<file path="config.mk">
export PLATFORM = sky130hd
export DESIGN_NAME = keypad_scan_debounce_cursor_flat
export DESIGN_NICKNAME = d
export VERILOG_FILES = /design/src/kpd_pkg.sv /design/src/kpd_scan_if.sv /design/src/kpd_key_if.sv /design/src/keypad_scan_debounce_cursor.sv /design/src/flat_wrapper.sv
export SDC_FILE = /design/constraint.sdc
export NUM_CORES = 1
export LEC_CHECK = 0
export BUFFER_PORTS_ARGS = -buffer_cell sky130_fd_sc_hd__buf_2
export CAP_MARGIN = 20
export CORE_UTILIZATION = 60
export CTS_CLUSTER_DIAMETER = 200
export DETAILED_ROUTE_END_ITERATION = 8
export GPL_ROUTABILITY_DRIVEN = 0
export GPL_TIMING_DRIVEN = 0
export HOLD_SLACK_MARGIN = 0.1
export PLACE_DENSITY = 0.83
export SYNTH_ARGS = -nofsm -noshare
export SYNTH_HDL_FRONTEND = slang
export SYNTH_SLANG_ARGS = --single-unit
</file>
<file path="constraint.sdc">
create_clock -name i_clk -period 6.8 [get_ports i_clk]
set_clock_uncertainty 0.1 [all_clocks]
set_input_delay 0.34 -clock i_clk [delete_from_list [all_inputs] [get_ports i_clk]]
set_output_delay 0.34 -clock i_clk [all_outputs]
set_load 0.1 [all_outputs]
</file>
<file path="src/kpd_pkg.sv">
// shared constants, types and key table for the keypad scanner
`timescale 1ns / 1ps

package kpd_pkg;

    localparam int ADDR_W = 4;
    localparam int DATA_W = 32;

    localparam logic [1:0] REG_DEBOUNCE = 2'd0;
    localparam logic [1:0] REG_LINE_LEN = 2'd1;
    localparam logic [1:0] REG_LINE_CNT = 2'd2;

    localparam logic [15:0] DEBOUNCE_RST = 16'd50;
    localparam logic [4:0]  LINE_LEN_RST = 5'd12;
    localparam logic [2:0]  LINE_CNT_RST = 3'd2;
    localparam logic [4:0]  LINE_LEN_MAX = 5'd16;
    localparam logic [2:0]  LINE_CNT_MAX = 3'd4;
    localparam logic [3:0]  CUR_COL_RST  = 4'd2;
    localparam logic [1:0]  CUR_ROW_RST  = 2'd1;

    typedef logic [2:0] t_col_code;
    typedef logic [6:0] t_char;

    // rows top to bottom, columns 1 to 4
    localparam t_char KEY_TABLE [4][4] = '{
        '{7'h31, 7'h32, 7'h33, 7'h41},
        '{7'h34, 7'h35, 7'h36, 7'h42},
        '{7'h37, 7'h38, 7'h39, 7'h43},
        '{7'h46, 7'h30, 7'h45, 7'h44}
    };

    function automatic t_char key_lookup(logic [1:0] row, logic [1:0] col);
        return KEY_TABLE[row][col];
    endfunction

endpackage

</file>
<file path="src/kpd_scan_if.sv">
// scan word channel: four column encoder readings and a timestamp
`timescale 1ns / 1ps

interface kpd_scan_if;
    logic                 valid;
    logic                 ready;
    kpd_pkg::t_col_code   col1_lines;
    kpd_pkg::t_col_code   col2_lines;
    kpd_pkg::t_col_code   col3_lines;
    kpd_pkg::t_col_code   col4_lines;
    logic [31:0]          now_ms;

    modport source (output valid, col1_lines, col2_lines, col3_lines, col4_lines, now_ms,
                    input ready);
    modport sink   (input valid, col1_lines, col2_lines, col3_lines, col4_lines, now_ms,
                    output ready);
endinterface

</file>
<file path="src/kpd_key_if.sv">
// key result channel: held and accepted flags, character and cursor position
`timescale 1ns / 1ps

interface kpd_key_if;
    logic             valid;
    logic             ready;
    logic             key_held;
    logic             key_accepted;
    kpd_pkg::t_char   key_char;
    logic [3:0]       write_col;
    logic [1:0]       write_row;
    logic             display_cleared;

    modport source (output valid, key_held, key_accepted, key_char, write_col, write_row,
                    display_cleared, input ready);
    modport sink   (input valid, key_held, key_accepted, key_char, write_col, write_row,
                    display_cleared, output ready);
endinterface

</file>
<file path="src/keypad_scan_debounce_cursor.sv">
// keypad scanner top level: key decode, debounce and display cursor
`timescale 1ns / 1ps

// Takes one keypad scan word per clock when not stalled and returns one key word per
// scan, held first in the scan register, then passed through the decode, debounce
// and cursor logic into the result register. Back-to-back scans are handled because
// the debounce time, key-down flag and cursor update in the same cycle the result is
// registered, so the next scan sees them at once. The sustained rate is one scan per
// clock while the result side keeps taking words. Registers sit on an APB port at
// 0x0 debounce_ms, 0x4 line_length, 0x8 line_count and should be written while idle.

module keypad_scan_debounce_cursor (
    input  logic                        i_clk,
    input  logic                        i_rst_n,
    kpd_scan_if.sink                    i_scan,
    kpd_key_if.source                   o_key,
    input  logic                        psel,
    input  logic                        penable,
    input  logic                        pwrite,
    input  logic [kpd_pkg::ADDR_W-1:0]  paddr,
    input  logic [kpd_pkg::DATA_W-1:0]  pwdata,
    output logic [kpd_pkg::DATA_W-1:0]  prdata,
    output logic                        pready
);

    // configuration
    logic [15:0] r_debounce;
    logic [4:0]  r_line_len;
    logic [2:0]  r_line_cnt;

    // scan register
    logic                 r_in_valid;
    kpd_pkg::t_col_code   r_col1, r_col2, r_col3, r_col4;
    logic [31:0]          r_now;

    // block state
    logic [31:0] r_last_time;
    logic        r_key_down;
    logic [3:0]  r_cur_col;
    logic [1:0]  r_cur_row;

    // result register
    logic            r_out_valid;
    logic            r_held;
    logic            r_accepted;
    kpd_pkg::t_char  r_char;
    logic [3:0]      r_wcol;
    logic [1:0]      r_wrow;
    logic            r_cleared;

    logic                cfg_wr;
    logic                out_load;
    logic                held;
    kpd_pkg::t_col_code  sel_code;
    logic [1:0]          sel_col;
    kpd_pkg::t_char      key_ch;
    logic [31:0]         elapsed;
    logic                accept;
    logic [4:0]          len_eff;
    logic [2:0]          cnt_eff;
    logic [4:0]          col_inc;
    logic [2:0]          row_inc;
    logic                line_wrap;
    logic                last_line;
    logic [3:0]          n_cur_col;
    logic [1:0]          n_cur_row;

    // ---------------- configuration port ----------------
    assign pready = 1'b1;
    assign cfg_wr = psel && penable && pwrite && pready;

    always_comb begin
        unique case (paddr[3:2])
            kpd_pkg::REG_DEBOUNCE: prdata = {16'd0, r_debounce};
            kpd_pkg::REG_LINE_LEN: prdata = {27'd0, r_line_len};
            kpd_pkg::REG_LINE_CNT: prdata = {29'd0, r_line_cnt};
            default:               prdata = '0;
        endcase
    end

    always_ff @(posedge i_clk) begin
        if (!i_rst_n) begin
            r_debounce <= kpd_pkg::DEBOUNCE_RST;
            r_line_len <= kpd_pkg::LINE_LEN_RST;
            r_line_cnt <= kpd_pkg::LINE_CNT_RST;
        end else if (cfg_wr) begin
            unique case (paddr[3:2])
                kpd_pkg::REG_DEBOUNCE: r_debounce <= pwdata[15:0];
                kpd_pkg::REG_LINE_LEN: r_line_len <= pwdata[4:0];
                kpd_pkg::REG_LINE_CNT: r_line_cnt <= pwdata[2:0];
                default: ;
            endcase
        end
    end

    // ---------------- handshake ----------------
    assign out_load     = r_in_valid && (!r_out_valid || o_key.ready);
    assign i_scan.ready = !r_in_valid || out_load;

    always_ff @(posedge i_clk) begin
        if (!i_rst_n) begin
            r_in_valid <= 1'b0;
        end else if (i_scan.ready) begin
            r_in_valid <= i_scan.valid;
        end
    end

    always_ff @(posedge i_clk) begin
        if (i_scan.valid && i_scan.ready) begin
            r_col1 <= i_scan.col1_lines;
            r_col2 <= i_scan.col2_lines;
            r_col3 <= i_scan.col3_lines;
            r_col4 <= i_scan.col4_lines;
            r_now  <= i_scan.now_ms;
        end
    end

    // ---------------- decode ----------------
    // first column whose bit 0 is low wins
    always_comb begin
        held     = 1'b1;
        sel_code = r_col4;
        sel_col  = 2'd3;
        priority if (!r_col1[0]) begin
            sel_code = r_col1;
            sel_col  = 2'd0;
        end else if (!r_col2[0]) begin
            sel_code = r_col2;
            sel_col  = 2'd1;
        end else if (!r_col3[0]) begin
            sel_code = r_col3;
            sel_col  = 2'd2;
        end else if (!r_col4[0]) begin
            sel_code = r_col4;
            sel_col  = 2'd3;
        end else begin
            held = 1'b0;
        end
    end

    assign key_ch = kpd_pkg::key_lookup(sel_code[2:1], sel_col);

    // wrapping difference against the last accepted press
    assign elapsed = r_now - r_last_time;
    assign accept  = held && !r_key_down && (elapsed >= {16'd0, r_debounce});

    // ---------------- cursor ----------------
    assign len_eff   = (r_line_len > kpd_pkg::LINE_LEN_MAX) ? kpd_pkg::LINE_LEN_MAX : r_line_len;
    assign cnt_eff   = (r_line_cnt > kpd_pkg::LINE_CNT_MAX) ? kpd_pkg::LINE_CNT_MAX : r_line_cnt;
    assign col_inc   = {1'b0, r_cur_col} + 5'd1;
    assign row_inc   = {1'b0, r_cur_row} + 3'd1;
    assign line_wrap = col_inc >= len_eff;
    assign last_line = row_inc >= cnt_eff;
    assign n_cur_col = line_wrap ? 4'd0 : col_inc[3:0];
    assign n_cur_row = !line_wrap ? r_cur_row : (last_line ? 2'd0 : row_inc[1:0]);

    always_ff @(posedge i_clk) begin
        if (!i_rst_n) begin
            r_last_time <= '0;
            r_key_down  <= 1'b0;
            r_cur_col   <= kpd_pkg::CUR_COL_RST;
            r_cur_row   <= kpd_pkg::CUR_ROW_RST;
        end else if (out_load) begin
            if (!held) begin
                r_key_down <= 1'b0;
            end else if (accept) begin
                r_key_down  <= 1'b1;
                r_last_time <= r_now;
                r_cur_col   <= n_cur_col;
                r_cur_row   <= n_cur_row;
            end
        end
    end

    // ---------------- result register ----------------
    always_ff @(posedge i_clk) begin
        if (!i_rst_n) begin
            r_out_valid <= 1'b0;
        end else if (out_load) begin
            r_out_valid <= 1'b1;
        end else if (o_key.ready) begin
            r_out_valid <= 1'b0;
        end
    end

    always_ff @(posedge i_clk) begin
        if (out_load) begin
            r_held     <= held;
            r_accepted <= accept;
            r_char     <= accept ? key_ch : '0;
            r_wcol     <= accept ? r_cur_col : '0;
            r_wrow     <= accept ? r_cur_row : '0;
            r_cleared  <= accept && line_wrap && last_line;
        end
    end

    assign o_key.valid           = r_out_valid;
    assign o_key.key_held        = r_held;
    assign o_key.key_accepted    = r_accepted;
    assign o_key.key_char        = r_char;
    assign o_key.write_col       = r_wcol;
    assign o_key.write_row       = r_wrow;
    assign o_key.display_cleared = r_cleared;

endmodule

</file>
<file path="src/flat_wrapper.sv">
// flat-port wrapper written by rule: the top's interface ports become plain ports
module keypad_scan_debounce_cursor_flat 
  (i_clk, i_rst_n, psel, penable, pwrite, paddr, pwdata, prdata, pready, i_scan_valid, i_scan_col1_lines, i_scan_col2_lines, i_scan_col3_lines, i_scan_col4_lines, i_scan_now_ms, i_scan_ready, o_key_valid, o_key_key_held, o_key_key_accepted, o_key_key_char, o_key_write_col, o_key_write_row, o_key_display_cleared, o_key_ready);
  kpd_scan_if i_scan_i ();
  kpd_key_if o_key_i ();
  input  logic i_clk;
  input  logic i_rst_n;
  input  logic psel;
  input  logic penable;
  input  logic pwrite;
  input  logic [kpd_pkg::ADDR_W-1:0] paddr;
  input  logic [kpd_pkg::DATA_W-1:0] pwdata;
  output logic [kpd_pkg::DATA_W-1:0] prdata;
  output logic pready;
  input wire logic [$bits(i_scan_i.valid)-1:0] i_scan_valid;
  input wire logic [$bits(i_scan_i.col1_lines)-1:0] i_scan_col1_lines;
  input wire logic [$bits(i_scan_i.col2_lines)-1:0] i_scan_col2_lines;
  input wire logic [$bits(i_scan_i.col3_lines)-1:0] i_scan_col3_lines;
  input wire logic [$bits(i_scan_i.col4_lines)-1:0] i_scan_col4_lines;
  input wire logic [$bits(i_scan_i.now_ms)-1:0] i_scan_now_ms;
  output wire logic [$bits(i_scan_i.ready)-1:0] i_scan_ready;
  output wire logic [$bits(o_key_i.valid)-1:0] o_key_valid;
  output wire logic [$bits(o_key_i.key_held)-1:0] o_key_key_held;
  output wire logic [$bits(o_key_i.key_accepted)-1:0] o_key_key_accepted;
  output wire logic [$bits(o_key_i.key_char)-1:0] o_key_key_char;
  output wire logic [$bits(o_key_i.write_col)-1:0] o_key_write_col;
  output wire logic [$bits(o_key_i.write_row)-1:0] o_key_write_row;
  output wire logic [$bits(o_key_i.display_cleared)-1:0] o_key_display_cleared;
  input wire logic [$bits(o_key_i.ready)-1:0] o_key_ready;
  assign i_scan_i.valid = i_scan_valid;
  assign i_scan_i.col1_lines = i_scan_col1_lines;
  assign i_scan_i.col2_lines = i_scan_col2_lines;
  assign i_scan_i.col3_lines = i_scan_col3_lines;
  assign i_scan_i.col4_lines = i_scan_col4_lines;
  assign i_scan_i.now_ms = i_scan_now_ms;
  assign i_scan_ready = i_scan_i.ready;
  assign o_key_valid = o_key_i.valid;
  assign o_key_key_held = o_key_i.key_held;
  assign o_key_key_accepted = o_key_i.key_accepted;
  assign o_key_key_char = o_key_i.key_char;
  assign o_key_write_col = o_key_i.write_col;
  assign o_key_write_row = o_key_i.write_row;
  assign o_key_display_cleared = o_key_i.display_cleared;
  assign o_key_i.ready = o_key_ready;
  keypad_scan_debounce_cursor u_core (.i_clk(i_clk), .i_rst_n(i_rst_n), .i_scan(i_scan_i), .o_key(o_key_i), .psel(psel), .penable(penable), .pwrite(pwrite), .paddr(paddr), .pwdata(pwdata), .prdata(prdata), .pready(pready));
endmodule
</file>
Word level (Yosys, flattened, before mapping):

Index checks and enable logic that the tools add are counted.

* add/sub/neg operators: 3
* multipliers: 0
* divide/modulo/power cells: 0
* magnitude comparators: 7
* equal/unequal tests: 3
* shift operators: 0
* mux-type cells: 25
* bitwise logic cells: 2
* reductions and logical operators: 21

Operator list (number)
* $bmux 28 s2: 1
* $mux 28: 2
* $pmux 16 s3: 1
* $ge 32x16->1: 1
* $sub 32x32->32: 1
* $bmux 7 s2: 1
* $mux 7: 2
* $mux 3: 4
* $mux 1: 9
* $logic_and 1x1->1: 8
* $reduce_and 2->1: 4
* $ge 3x3->1 const B: 2
* $mux 2: 3
* $not 2->3: 2
* $add 4x1->5 const B: 1
* $ge 5x5->1: 1
* $gt 5x5->1 const B: 1
* $mux 5: 1
* $mux 4: 1
* $reduce_and 4->1: 1
* $add 2x1->3 const B: 1
* $ge 3x3->1: 1
* $gt 3x3->1 const B: 1
* $logic_not 1->1: 3
* 7 further kinds: 8

* register bits after elaboration: 125
* latch bits: 0
* bits in writable memories: 0
* memory bits (read-only): 0
* output and inout port bits: 51
* logic and storage cells: 81
* memories: 0

Depth between registers and ports, before layout:

Gate-level depths: netlist of run 1.

* word-level depth: 10
* depth in mapped cells: 22
* mapped depth without buffers: 21

Worst setup path before layout of run 1:

Ideal clock, no wire load.

* path kind: register to register
* start point: register u_core.r_now[10]
* end point: register u_core.r_last_time[10]
* library setup time: 0.120 ns
* arrival: 4.077 ns
* data required time: 6.580 ns
* slack: 2.503 ns
* cell stages (with the launch flop): 19
* path buffers: 2
* clock period less this slack: 4.297 ns
* cells stage by stage: edfxtp_1 > ha_1 > clkbuf_1 > o211a_1 > a211oi_2 > o311ai_0 > a31oi_1 > xnor2_1 > ha_1 > a31oi_1 > o2111ai_1 > a2111oi_0 > o2111ai_1 > nor4_1 > nand4_1 > nor4_4 > nor2_2 > buf_6 > mux2i_1

* longest elaborated chain between the ends: 4

RTL lines
* from (decl): line keypad_scan_debounce_cursor.sv:34 `logic [31:0] r_now;`
* from (signal assigned): line keypad_scan_debounce_cursor.sv:114 `r_now <= i_scan.now_ms;`
* $sub 32x32->32: line keypad_scan_debounce_cursor.sv:144 `assign elapsed = r_now - r_last_time;`
* $ge 32x16->1: line keypad_scan_debounce_cursor.sv:145 `assign accept = held && !r_key_down && (elapsed >= {16'd0, r_debounce});`
* $logic_and 1x1->1: line keypad_scan_debounce_cursor.sv:145
* $reduce_and 3->1 (no source line)
* to (signal assigned): line keypad_scan_debounce_cursor.sv:168 `r_last_time <= r_now;`
* to (decl): line keypad_scan_debounce_cursor.sv:37 `logic [31:0] r_last_time;`

Parallel ways exist; a longest one is shown, timed or not.
A chain may end at the register's enable or synchronous reset.

Final worst setup path of run 1:

* start point: register u_core.r_now[7]
* end point: register u_core.r_wrow[1], in the netlist u_core.o_key.write_row[1], data pin

* longest elaborated chain between the ends: 3

RTL lines
* $sub 32x32->32: line keypad_scan_debounce_cursor.sv:144
* $ge 32x16->1: line keypad_scan_debounce_cursor.sv:145
* $logic_and 1x1->1: line keypad_scan_debounce_cursor.sv:145
* via u_core.accept: line keypad_scan_debounce_cursor.sv:58 `logic accept;`
* to (signal assigned): line keypad_scan_debounce_cursor.sv:192 `r_wrow <= accept ? r_cur_row : '0;`
* to (decl): line keypad_scan_debounce_cursor.sv:48 `logic [1:0] r_wrow;`

The timed path passes the listed nets, and every way through them passes these cells.

==> impl.org, run 1 <==
** Status
- Run status :: complete, no violations

** Synthesis
- Synth Register Bits :: 124
- Yosys mapped the design onto 63 distinct sky130hd cell types.
- Post-synth top area share :: between 20% and 30%
- Flip-flop cell with the highest count after synthesis :: sky130_fd_sc_hd__dfxtp_1
- Summing the sequential cell areas from Yosys gives about 41% of the chip area.
- Cells after Synth :: 830
- Cell type with the highest aggregate area in the netlist :: sky130_fd_sc_hd__edfxtp_1
- Dividing the synthesized area by the synthesized cell count gives 9.10 µm².
- During synthesis, Yosys emitted a total of 0 warnings.
- Number of enable flip-flop cells after synthesis :: 59
- After synthesis, the share of flip-flops with an asynchronous set or reset is 0%.
- Sorting the synthesized cells by area gives the leading types as sky130_fd_sc_hd__edfxtp_1 (23%), sky130_fd_sc_hd__dfxtp_1 (17%), sky130_fd_sc_hd__ha_1 (10%).
- The cell area that synthesis handed to floorplanning was 7550 µm².

** Detailed routing
- After detailed routing, the met3 layer carries 1250 µm of wire.
- The routed layout has a little under 7000 vias.
- The detailed router used layers up to and including met4.
- Before antenna repair, the detailed router went through 5 iterations.
- Detailed-route wire length per cell :: 16.1 µm
- Initial DRC count :: 500
- Length of routed met2 wiring :: about 9400 µm
- For this block, the routed nets add up to 19400 µm of wire.
- After detailed routing, the wire length on met1 is 8210 µm.
- In the routed design, unresolved DRC markers number 0.
- Number of routed nets with antenna violations :: 0
- In the routed layout, each cell is associated on average with a via count of 5.64.

** STA
- The routed design could run at a clock period as short as 5.50 ns.
- In the final timing run, aggregate negative setup slack is 0 ns.
- Setup violations remaining at the end of the flow were counted as 0.
- RSZ-0062 raised after global routing :: false
- Maximum operating frequency :: approximately 0.18 GHz
- Hold WS :: between 0.1 and 0.15 ns
- Min setup slack post-route :: 1.30 ns
- Share of the clock period used by the worst path :: approximately four fifths
- Final Hold Violating Endpoints :: 0
- Measured against its own limit, the worst slew margin works out to 31.1%.
- At the pin with the least slew margin, the transition time is between 1 and 1.5 ns.
- The count of pins over their slew limit is 0.

** Clock network
- TritonCTS built the clock tree.
- CTS Root Buffer Type :: sky130_fd_sc_hd__clkbuf_16
- CTS Hold Bufs :: 61
- Post_cts resized :: 0
- The clock reaches the later pin of the worst-skew pair after between 0.4 and 0.5 ns.
- Deepest clock path buffer count :: 2
- TritonCTS Buffers :: 17
- Deepest level of the CTS H-tree :: 4
- # clock sinks :: 124
- Post-CTS Setup Inserts :: 0
- Clock edge transition at the registers on the reported setup and hold paths :: about 0.060 ns

** Run
- The tool flagged a number of max-cap violations equal to 0.

** Floorplanning
- Die boundary height :: 114 µm
- Number of top-level pins :: 138
- Total Die Area :: 13000 µm²
- In this run the horizontal extent of the chip is 114 µm.
- Core Footprint :: between 10000 and 15000 µm²
- The initial utilization of the core area, before any placement, comes to 62.1%.
- In this run the core area contains 40 standard-cell rows.

** Critical path
- For the worst setup path, the data required time is 6.88 ns.
- On the critical path, the stage with the largest delay is an instance of sky130_fd_sc_hd__o311ai_0.
- Along the worst path, the maximum fanout reaches 9.
- The signal on the critical path passes through ha_1, buf_2, a21o_1, a311oi_2, o311ai_0, a31oi_1, xnor2_1, ha_1, a31oi_1, o2111ai_1, a2111oi_0, o2111ai_1, nor4_1, nand4_1, nor4_4, nor2_1, and2_1.
- Setup CP Type :: flip-flop to flip-flop
- In this run the worst setup path begins at u_core.r_now[7].
- The startpoint identified for the worst register-to-register timing path is u_core.r_now[7].
- Critical path capture point type :: flip-flop
- WP data arrival :: 5.58 ns
- STA classifies the critical path startpoint as a flip-flop.
- Crit-path max cell delay :: 0.93 ns
- The number of buffers and inverters on the critical path is 1.
- Top cell family by delay on the critical path :: compound AO/OA/AOI/OAI gates

** Placement
- Buffers placed on the I/O ports in this run total 101.
- Before CTS, the worst setup slack after placement is approximately 1.5 ns.
- Once detailed placement completed, the half-perimeter wirelength came to 12800 µm.

** Cells and area
- Compared with the post-synthesis result, the final layout area differs by 26.2%.
- At the end of the flow, the number of nets in the layout was 1179.
- In the final layout, the share of cells above drive strength 1 is ~16%.
- Utilization after layout :: 78.4%
- The number of antenna diodes in the final layout is 0.

** Power
- Across the VDD grid, the largest voltage drop is approximately 0.22 mV.
- Power comes to 2.23 mW.
- Cell area power density :: 234 nW/µm²
- Summed over all cells, the static leakage comes to between 3 and 4 nW.

** Hold path
- The startpoint identified for the worst hold timing path is paddr[3].
- The worst hold path belongs to the class input port to flip-flop.

** Global route
- Wire length of the first global-routing pass :: between 30000 and 40000 µm
- The via count of the first global-routing pass was 6614.
- The total overflow left after global routing is 0.
- Entering global routing, the biggest net connects 36 pins.
- Number of antenna violations at the first check in global routing :: 0
- Across every metal layer, demand over resource in global routing totals 31.1%.
## sequential cells by signal, summed over array words and instances, names as in the netlist, 4 cells and up
signal / count
u_core.r_debounce: 16
u_core.r_now: 32
u_core.r_last_time: 32
u_core.r_line_len: 5
u_core.r_cur_col: 4
u_core.o_key.key_char: 6
u_core.o_key.write_col: 4
## cell families after synthesis
group           share of synthesized area, %
simple gates                            17.1
fa+ha+maj                               10.7
flops                                   40.7
buf+inv                                 6.99
mux                                     7.16
xor+xnor                                2.55
compound gates                          14.7
other cells                           0.0994
## routing by layer
| layer | global-route usage [%] | up-vias |
|---|---|---|
| met1 | 37.9 | 3204 |
| met2 | 52.8 | 269 |
| met5 | 0 | - |
| met4 | 13.4 | 0 |
| li1 | - | 3293 |
| met3 | 7.09 | 51 |
## tightest hold or removal path, stage by stage
cell and delay [ns]:
sky130_fd_sc_hd__buf_2 0.10, sky130_fd_sc_hd__nor3_1 0.07, sky130_fd_sc_hd__nand2_1 0.06, sky130_fd_sc_hd__a21oi_1 0.05
## final timing paths
kind                          endpoint  slack (ns)  depth (start not counted)
min               u_core.r_debounce[2]        0.14                          4
max reg2reg  u_core.o_key.write_row[1]        1.30                         17
min reg2reg     u_core.r_last_time[10]        0.36                          2
max          u_core.o_key.write_row[1]        1.30                         17
## cells in the mapped netlist (all sizes together) (19+ instances only)
master  number
o21ai       32
a21o        19
mux2i       54
edfxtp      59
clkbuf      27
a21oi       50
nand2      139
ha          63
buf         24
dfxtp       65
inv         65
nor2        39
nor3        23
## layout by cell type (no fill, tap or decap), types with 8 or more instances in the layout
cell	instances
sky130_fd_sc_hd__nand3_1	15
sky130_fd_sc_hd__clkbuf_1	28
sky130_fd_sc_hd__conb_1	17
sky130_fd_sc_hd__nand2_1	139
sky130_fd_sc_hd__xnor2_1	13
sky130_fd_sc_hd__dlygate4sd3_1	61
sky130_fd_sc_hd__nor2b_1	8
sky130_fd_sc_hd__a21o_1	19
sky130_fd_sc_hd__o211ai_1	10
sky130_fd_sc_hd__o21ai_0	29
sky130_fd_sc_hd__buf_2	104
sky130_fd_sc_hd__mux2i_1	54
sky130_fd_sc_hd__a31oi_1	8
sky130_fd_sc_hd__a211oi_1	8
sky130_fd_sc_hd__or3_1	8
sky130_fd_sc_hd__buf_4	18
sky130_fd_sc_hd__edfxtp_1	59
sky130_fd_sc_hd__and2_1	9
sky130_fd_sc_hd__ha_1	63
sky130_fd_sc_hd__inv_1	65
sky130_fd_sc_hd__nor3_1	23
sky130_fd_sc_hd__xor2_1	9
sky130_fd_sc_hd__nor2_1	38
sky130_fd_sc_hd__a21oi_1	50
sky130_fd_sc_hd__clkbuf_16	17
sky130_fd_sc_hd__dfxtp_1	65
## final cells by class
cell class                 instances  area [µm²]
buffer                            51         284
clock buffer                      19         443
clock inverter                    13         125
fill                             815        2630
inverter                          65         244
multi-input combinational        605        4010
sequential                       124        3070
tap                              168         210
timing repair buffer             164        1140
## where the power goes
part / internal, mW / switching, mW / total, mW
combinational: 0.186 / 0.326 / 0.513
sequential: 0.821 / 0.0191 / 0.840
clock: 0.543 / 0.337 / 0.879
total: 1.55 / 0.682 / 2.23
## stage by stage
step / cells / cell area [µm²]
after floorplan: 845 / 7610
after global placement: 1114 / 8330
after detailed placement: 1116 / 8350
after CTS: 1209 / 9530
after global routing: 1209 / 9530
final: 1209 / 9530
(Power assumes the default switching activity.)
==> run 2: changes to the inputs <==
ABC_AREA = 1   (was not set)
CORE_UTILIZATION = 58   (was 60)
PLACE_DENSITY = 0.8   (was 0.83)
clock period = 5.3 ns   (was 6.8 ns; I/O delays follow)
==> impl.org, run 2 <==
** Status
- Run status :: complete, no violations (unchanged)

** Global route
- Most used routing layer :: met2 (unchanged)
- Number of antenna violations at the first check in global routing :: 0 (unchanged)
- The via count of the first global-routing pass was 7612 (was 6614).
- Global-route met2 utilization :: 50.8% (was 52.8%)
- The remaining global-route overflow came to 0 (unchanged).
- The total routing usage reported by global routing is 28.9% (was 31.1%).
- Pin count of the biggest net entering global routing :: 45 (was 36)
- M3 GR Usage :: 5.17% (was 7.09%)
- Wire length of the first global-routing pass :: 33200 µm (was 31400 µm)
- The routing usage on met1 was 32.8% (was 37.9%).

** Critical path
- In this design, the critical path's most frequently occurring cell is sky130_fd_sc_hd__nand2_1.
- Setup CP Type :: flip-flop to flip-flop (unchanged)
- The worst-path cell with the longest stage delay is sky130_fd_sc_hd__ha_1 (was sky130_fd_sc_hd__o311ai_0).
- The startpoint kind of the worst setup timing path is a flip-flop (unchanged).
- The arrival time reported for the critical path endpoint came to 3.90 ns (was 5.58 ns).
- The critical path capture point type is a flip-flop (unchanged).
- Worst-path fanout max :: 10 (was 9)
- The critical path startpoint is u_core.r_now[8] (was u_core.r_now[7]).
- Reg2reg end :: u_core.o_key.write_col[1] (was u_core.o_key.write_row[1])
- Critical Path, Cell by Cell: ha_1, nand2_1, nor2_1, nand2_1, inv_1, nand2_1, nand2_1, xor2_1, ha_1, nand2_1, nor2_1, a211oi_1, nand3_1, nor2_1, nand3_2, nor2_4, nand2_4, nand2_1, buf_2, nor2_1 (was ha_1, buf_2, a21o_1, a311oi_2, o311ai_0, a31oi_1, xnor2_1, ha_1, a31oi_1, o2111ai_1, a2111oi_0, o2111ai_1, nor4_1, nand4_1, nor4_4, nor2_1, and2_1).
- The delay of the slowest cell on the worst path came to 0.41 ns (was 0.93 ns).
- Crit path required time :: 5.38 ns (was 6.88 ns)
- R2R Path Start :: u_core.r_now[8] (was u_core.r_now[7])
- Reg2Reg Depth :: 20 (was 17)
- The setup slack of the worst register-to-register path is 1.48 ns (was 1.30 ns).
- The capture point of the worst path is u_core.o_key.write_col[1] (was u_core.o_key.write_row[1]).

** Floorplanning
- Die boundary height :: 121 µm (was 114 µm)
- Total Die Area :: 14700 µm² (was 13000 µm²)
- The effective utilization at floorplan came to 59.3% (was 62.1%).
- The number of placed I/O pins came to 138 (unchanged).
- The die width is 121 µm (was 114 µm).
- Core Footprint :: 13900 µm² (was 12200 µm²)
- The site row count was 43 (was 40).

** Synthesis
- The flip-flop cell with the highest count after synthesis is sky130_fd_sc_hd__dfxtp_1 (unchanged).
- Main area contributors after synthesis :: sky130_fd_sc_hd__edfxtp_1 (22%), sky130_fd_sc_hd__nand2_1 (16%), sky130_fd_sc_hd__dfxtp_1 (16%) (was sky130_fd_sc_hd__edfxtp_1 (23%), sky130_fd_sc_hd__dfxtp_1 (17%), sky130_fd_sc_hd__ha_1 (10%))
- Share of the yosys chip area belonging to registers :: 37.3% (was 40.7%)
- Number of enable flip-flop cells after synthesis :: 59 (unchanged)
- The library cell with the highest instance count after synthesis is sky130_fd_sc_hd__nand2_1 (unchanged).
- The count of state elements after synthesis is 124 (unchanged).
- Cell type with the highest aggregate area in the netlist :: sky130_fd_sc_hd__edfxtp_1 (unchanged)
- Top cell types by occurrence after synthesis: sky130_fd_sc_hd__nand2_1 (350), sky130_fd_sc_hd__inv_1 (217), sky130_fd_sc_hd__nor2_1 (86) (was sky130_fd_sc_hd__nand2_1 (139), sky130_fd_sc_hd__dfxtp_1 (65), sky130_fd_sc_hd__inv_1 (65)).
- The count of different cell masters after synthesis came to 40 (was 63).
- Mapped Area :: 8230 µm² (was 7550 µm²)
- The top-area cell type share of the netlist area is 21.5% (was 23.5%).
- The count of mapped cells out of synthesis was 1148 (was 830).
- The fraction of registers with async set/reset came to 0% (unchanged).
- Mean instance size in the synthesized netlist :: 7.17 µm² (was 9.10 µm²)
- The number of warnings printed during yosys synthesis came to 0 (unchanged).

** Detailed routing
- The overall via count from detail_route is 7774 (was 6817).
- Total DRC errors in the routed layout :: 0 (unchanged)
- The detail-routed via count per cell came to 5.06 (was 5.64).
- Number of routed nets with antenna violations :: 0 (unchanged)
- Initial DRC count :: 613 (was 500)
- Detailed-route wire length per cell :: 13.1 µm (was 16.1 µm)
- The wire length after detailed routing came to 20100 µm (was 19400 µm).
- Number of detailed-routing iterations run before antenna repair :: 7 (was 5)

** STA
- The count of pins over their slew limit was 0 (unchanged).
- The worst-margin pin slew was 0.976 ns (was 1.02 ns).
- The tightest slew margin relative to the limit came to 34.9% (was 31.1%).
- Setup-failing EPs final :: 0 (unchanged)
- Final Hold Violating Endpoints :: 0 (unchanged)
- The period utilization came to 72.2% (was 80.8%).
- RSZ-0062 raised after global routing :: false (unchanged)
- The sum of negative setup slack came to 0 ns (unchanged).
- Shortest period the worst path allows :: 3.82 ns (was 5.50 ns)
- Hold WS :: 0.0945 ns (was 0.144 ns)
- The maximum operating frequency was 0.261 GHz (was 0.182 GHz).

** Cells and area
- Registers with the highest flip-flop counts: u_core.r_last_time: 32 flops, u_core.r_now: 32 flops, u_core.r_debounce: 16 flops (unchanged).
- The cell area after layout was 10200 µm² (was 9530 µm²).
- The total of fill cells in the finished design came to 1116 (was 815).
- Most frequent cells in the layout: sky130_fd_sc_hd__nand2_1 (350), sky130_fd_sc_hd__inv_1 (216), sky130_fd_sc_hd__buf_2 (104) (was sky130_fd_sc_hd__nand2_1 (139), sky130_fd_sc_hd__buf_2 (104), sky130_fd_sc_hd__inv_1 (65), sky130_fd_sc_hd__dfxtp_1 (65), sky130_fd_sc_hd__ha_1 (63)).
- Leading cell type in the layout, fill and taps excluded :: sky130_fd_sc_hd__nand2_1 (unchanged)
- The count of inserted antenna diode cells came to 0 (unchanged).
- The area growth from synthesis to layout is 24.4% (was 26.2%).
- Share of cells above drive strength 1 :: 16.7% (was 16.1%)
- The share of the core filled with cells was 73.7% (was 78.4%).
- The final net count is 1495 (was 1179).

** Power
- The static leakage power came to 5.12 nW (was 3.96 nW).
- The worst vdd rail ir drop was 0.267 mV (was 0.223 mV).
- The power per unit of standard cell area was 294 nW/µm² (was 234 nW/µm²).

** Clock network
- The number of clock sinks seen by CTS came to 124 (unchanged).
- The clock slew at the register clock pins of the worst setup and hold paths came to 0.06 ns (about the same).
- Clock tree from TritonCTS :: built (unchanged)
- CTS Root Buffer Type :: sky130_fd_sc_hd__clkbuf_16 (unchanged)
- The H-tree level count was 4 (unchanged).
- TritonCTS Buffers :: 17 (unchanged)
- Deepest clock path buffer count :: 2 (unchanged)
- The later-pin clock latency in the skew report came to 0.43 ns (about the same).

** Placement
- Count of port buffers added during placement :: 101 (unchanged)
- The half-perimeter wire length after placement was 14400 µm (was 12800 µm).
- The instance area at placement was 9020 µm² (was 8350 µm²).

** Hold path
- Classification of the worst-slack hold path :: input port to flip-flop (unchanged)
- The worst hold path depth is 4 (unchanged).

** Run
- # Max-Cap Violations :: 0 (unchanged)
-- run 2: changes by cell type after synthesis, moves of 20 or more --
cell                      change
sky130_fd_sc_hd__nand2_1    +211
sky130_fd_sc_hd__inv_1      +152
sky130_fd_sc_hd__mux2i_1     -54
sky130_fd_sc_hd__nor2_1      +48
sky130_fd_sc_hd__nand3_1     +34
sky130_fd_sc_hd__nand2_2     +22
sky130_fd_sc_hd__a21oi_2     +20
-- run 2: cells by family (layout without fill, tap and decap cells) --
kind of cell / Yosys count / in the layout / share of synthesized area (%)
AND/OR/NAND/NOR: 551 / 551 / 28.3
other: 2 / 17 / 0.0913
XOR/XNOR: 17 / 17 / 1.81
flip-flops: 124 / 124 / 37.3
adder cells (fa/ha/maj): 64 / 64 / 9.82
buffers and inverters: 263 / 457 / 13.5
AO/OA/AOI/OAI: 127 / 127 / 9.11
-- run 2: how the worst min path moves through the flow --
| stage | start | end | slack, ns |
|---|---|---|---|
| after global routing | o_key_ready | u_core.o_key.valid | 0.12 |
| after floorplan | i_scan_col1_lines[0] | u_core.r_col1[0] | 0.26 |
| final | o_key_ready | u_core.o_key.valid | 0.09 |
| after CTS | o_key_ready | u_core.o_key.valid | 0.10 |
| after detailed placement | i_scan_now_ms[9] | u_core.r_now[9] | 0.34 |
| after global placement | i_scan_now_ms[29] | u_core.r_now[29] | 0.34 |
-- run 2: area by class of cell --
class                           count  area (µm²)  area share [%]
Sequential cell                   124        3070            30.0
Clock inverter                     14         169            1.65
Buffer                             36         263            2.57
Multi-Input combinational cell    776        4100            40.0
Inverter                          227         852            8.33
Timing Repair Buffer              162        1120            10.9
Tap cell                          180         225            2.20
Clock buffer                       18         439            4.29
-- run 2: stage by stage --
step	setup WS [ns]	cells	power, mW
after global routing	1.10	1537	3.14
after floorplan	1.90	1163	1.64
after global placement	1.60	1444	1.77
after CTS	1.53	1537	3.01
final	1.48	1537	3.01
after detailed placement	1.56	1444	1.79
-- run 2: where the power goes --
part | total [mW] | internal (mW) | switching (mW) | leakage [nW]
Sequential | 1.08 | 1.06 | 0.0265 | 1.10
Clock | 1.19 | 0.750 | 0.439 | 0.286
Combinational | 0.739 | 0.247 | 0.493 | 3.73
Total | 3.01 | 2.05 | 0.958 | 5.12
-- run 2: critical path: cells and delay by family (launching register included) --
kind | cells | cell delay [ns]
compound gates | 1 | 0.18
xor+xnor | 1 | 0.24
fa+ha+maj | 2 | 0.71
buf+inv | 2 | 0.31
flops | 1 | 0.40
simple gates | 14 | 1.63
-- run 2: repair_timing --
item	in CTS	in global routing
setup buffers	0	0
hold buffers	61	0
gates resized for setup	0	0
endpoints found under the hold margin	68	0
-- run 2: routing by layer --
layer	share of wire, %	wire length (µm)	vias to the layer above
met1	43	8560	3459
met2	48	9730	301
met3	5.1	1040	81
li1	-	-	3933
met4	3.9	792	0
met5	0	0	-
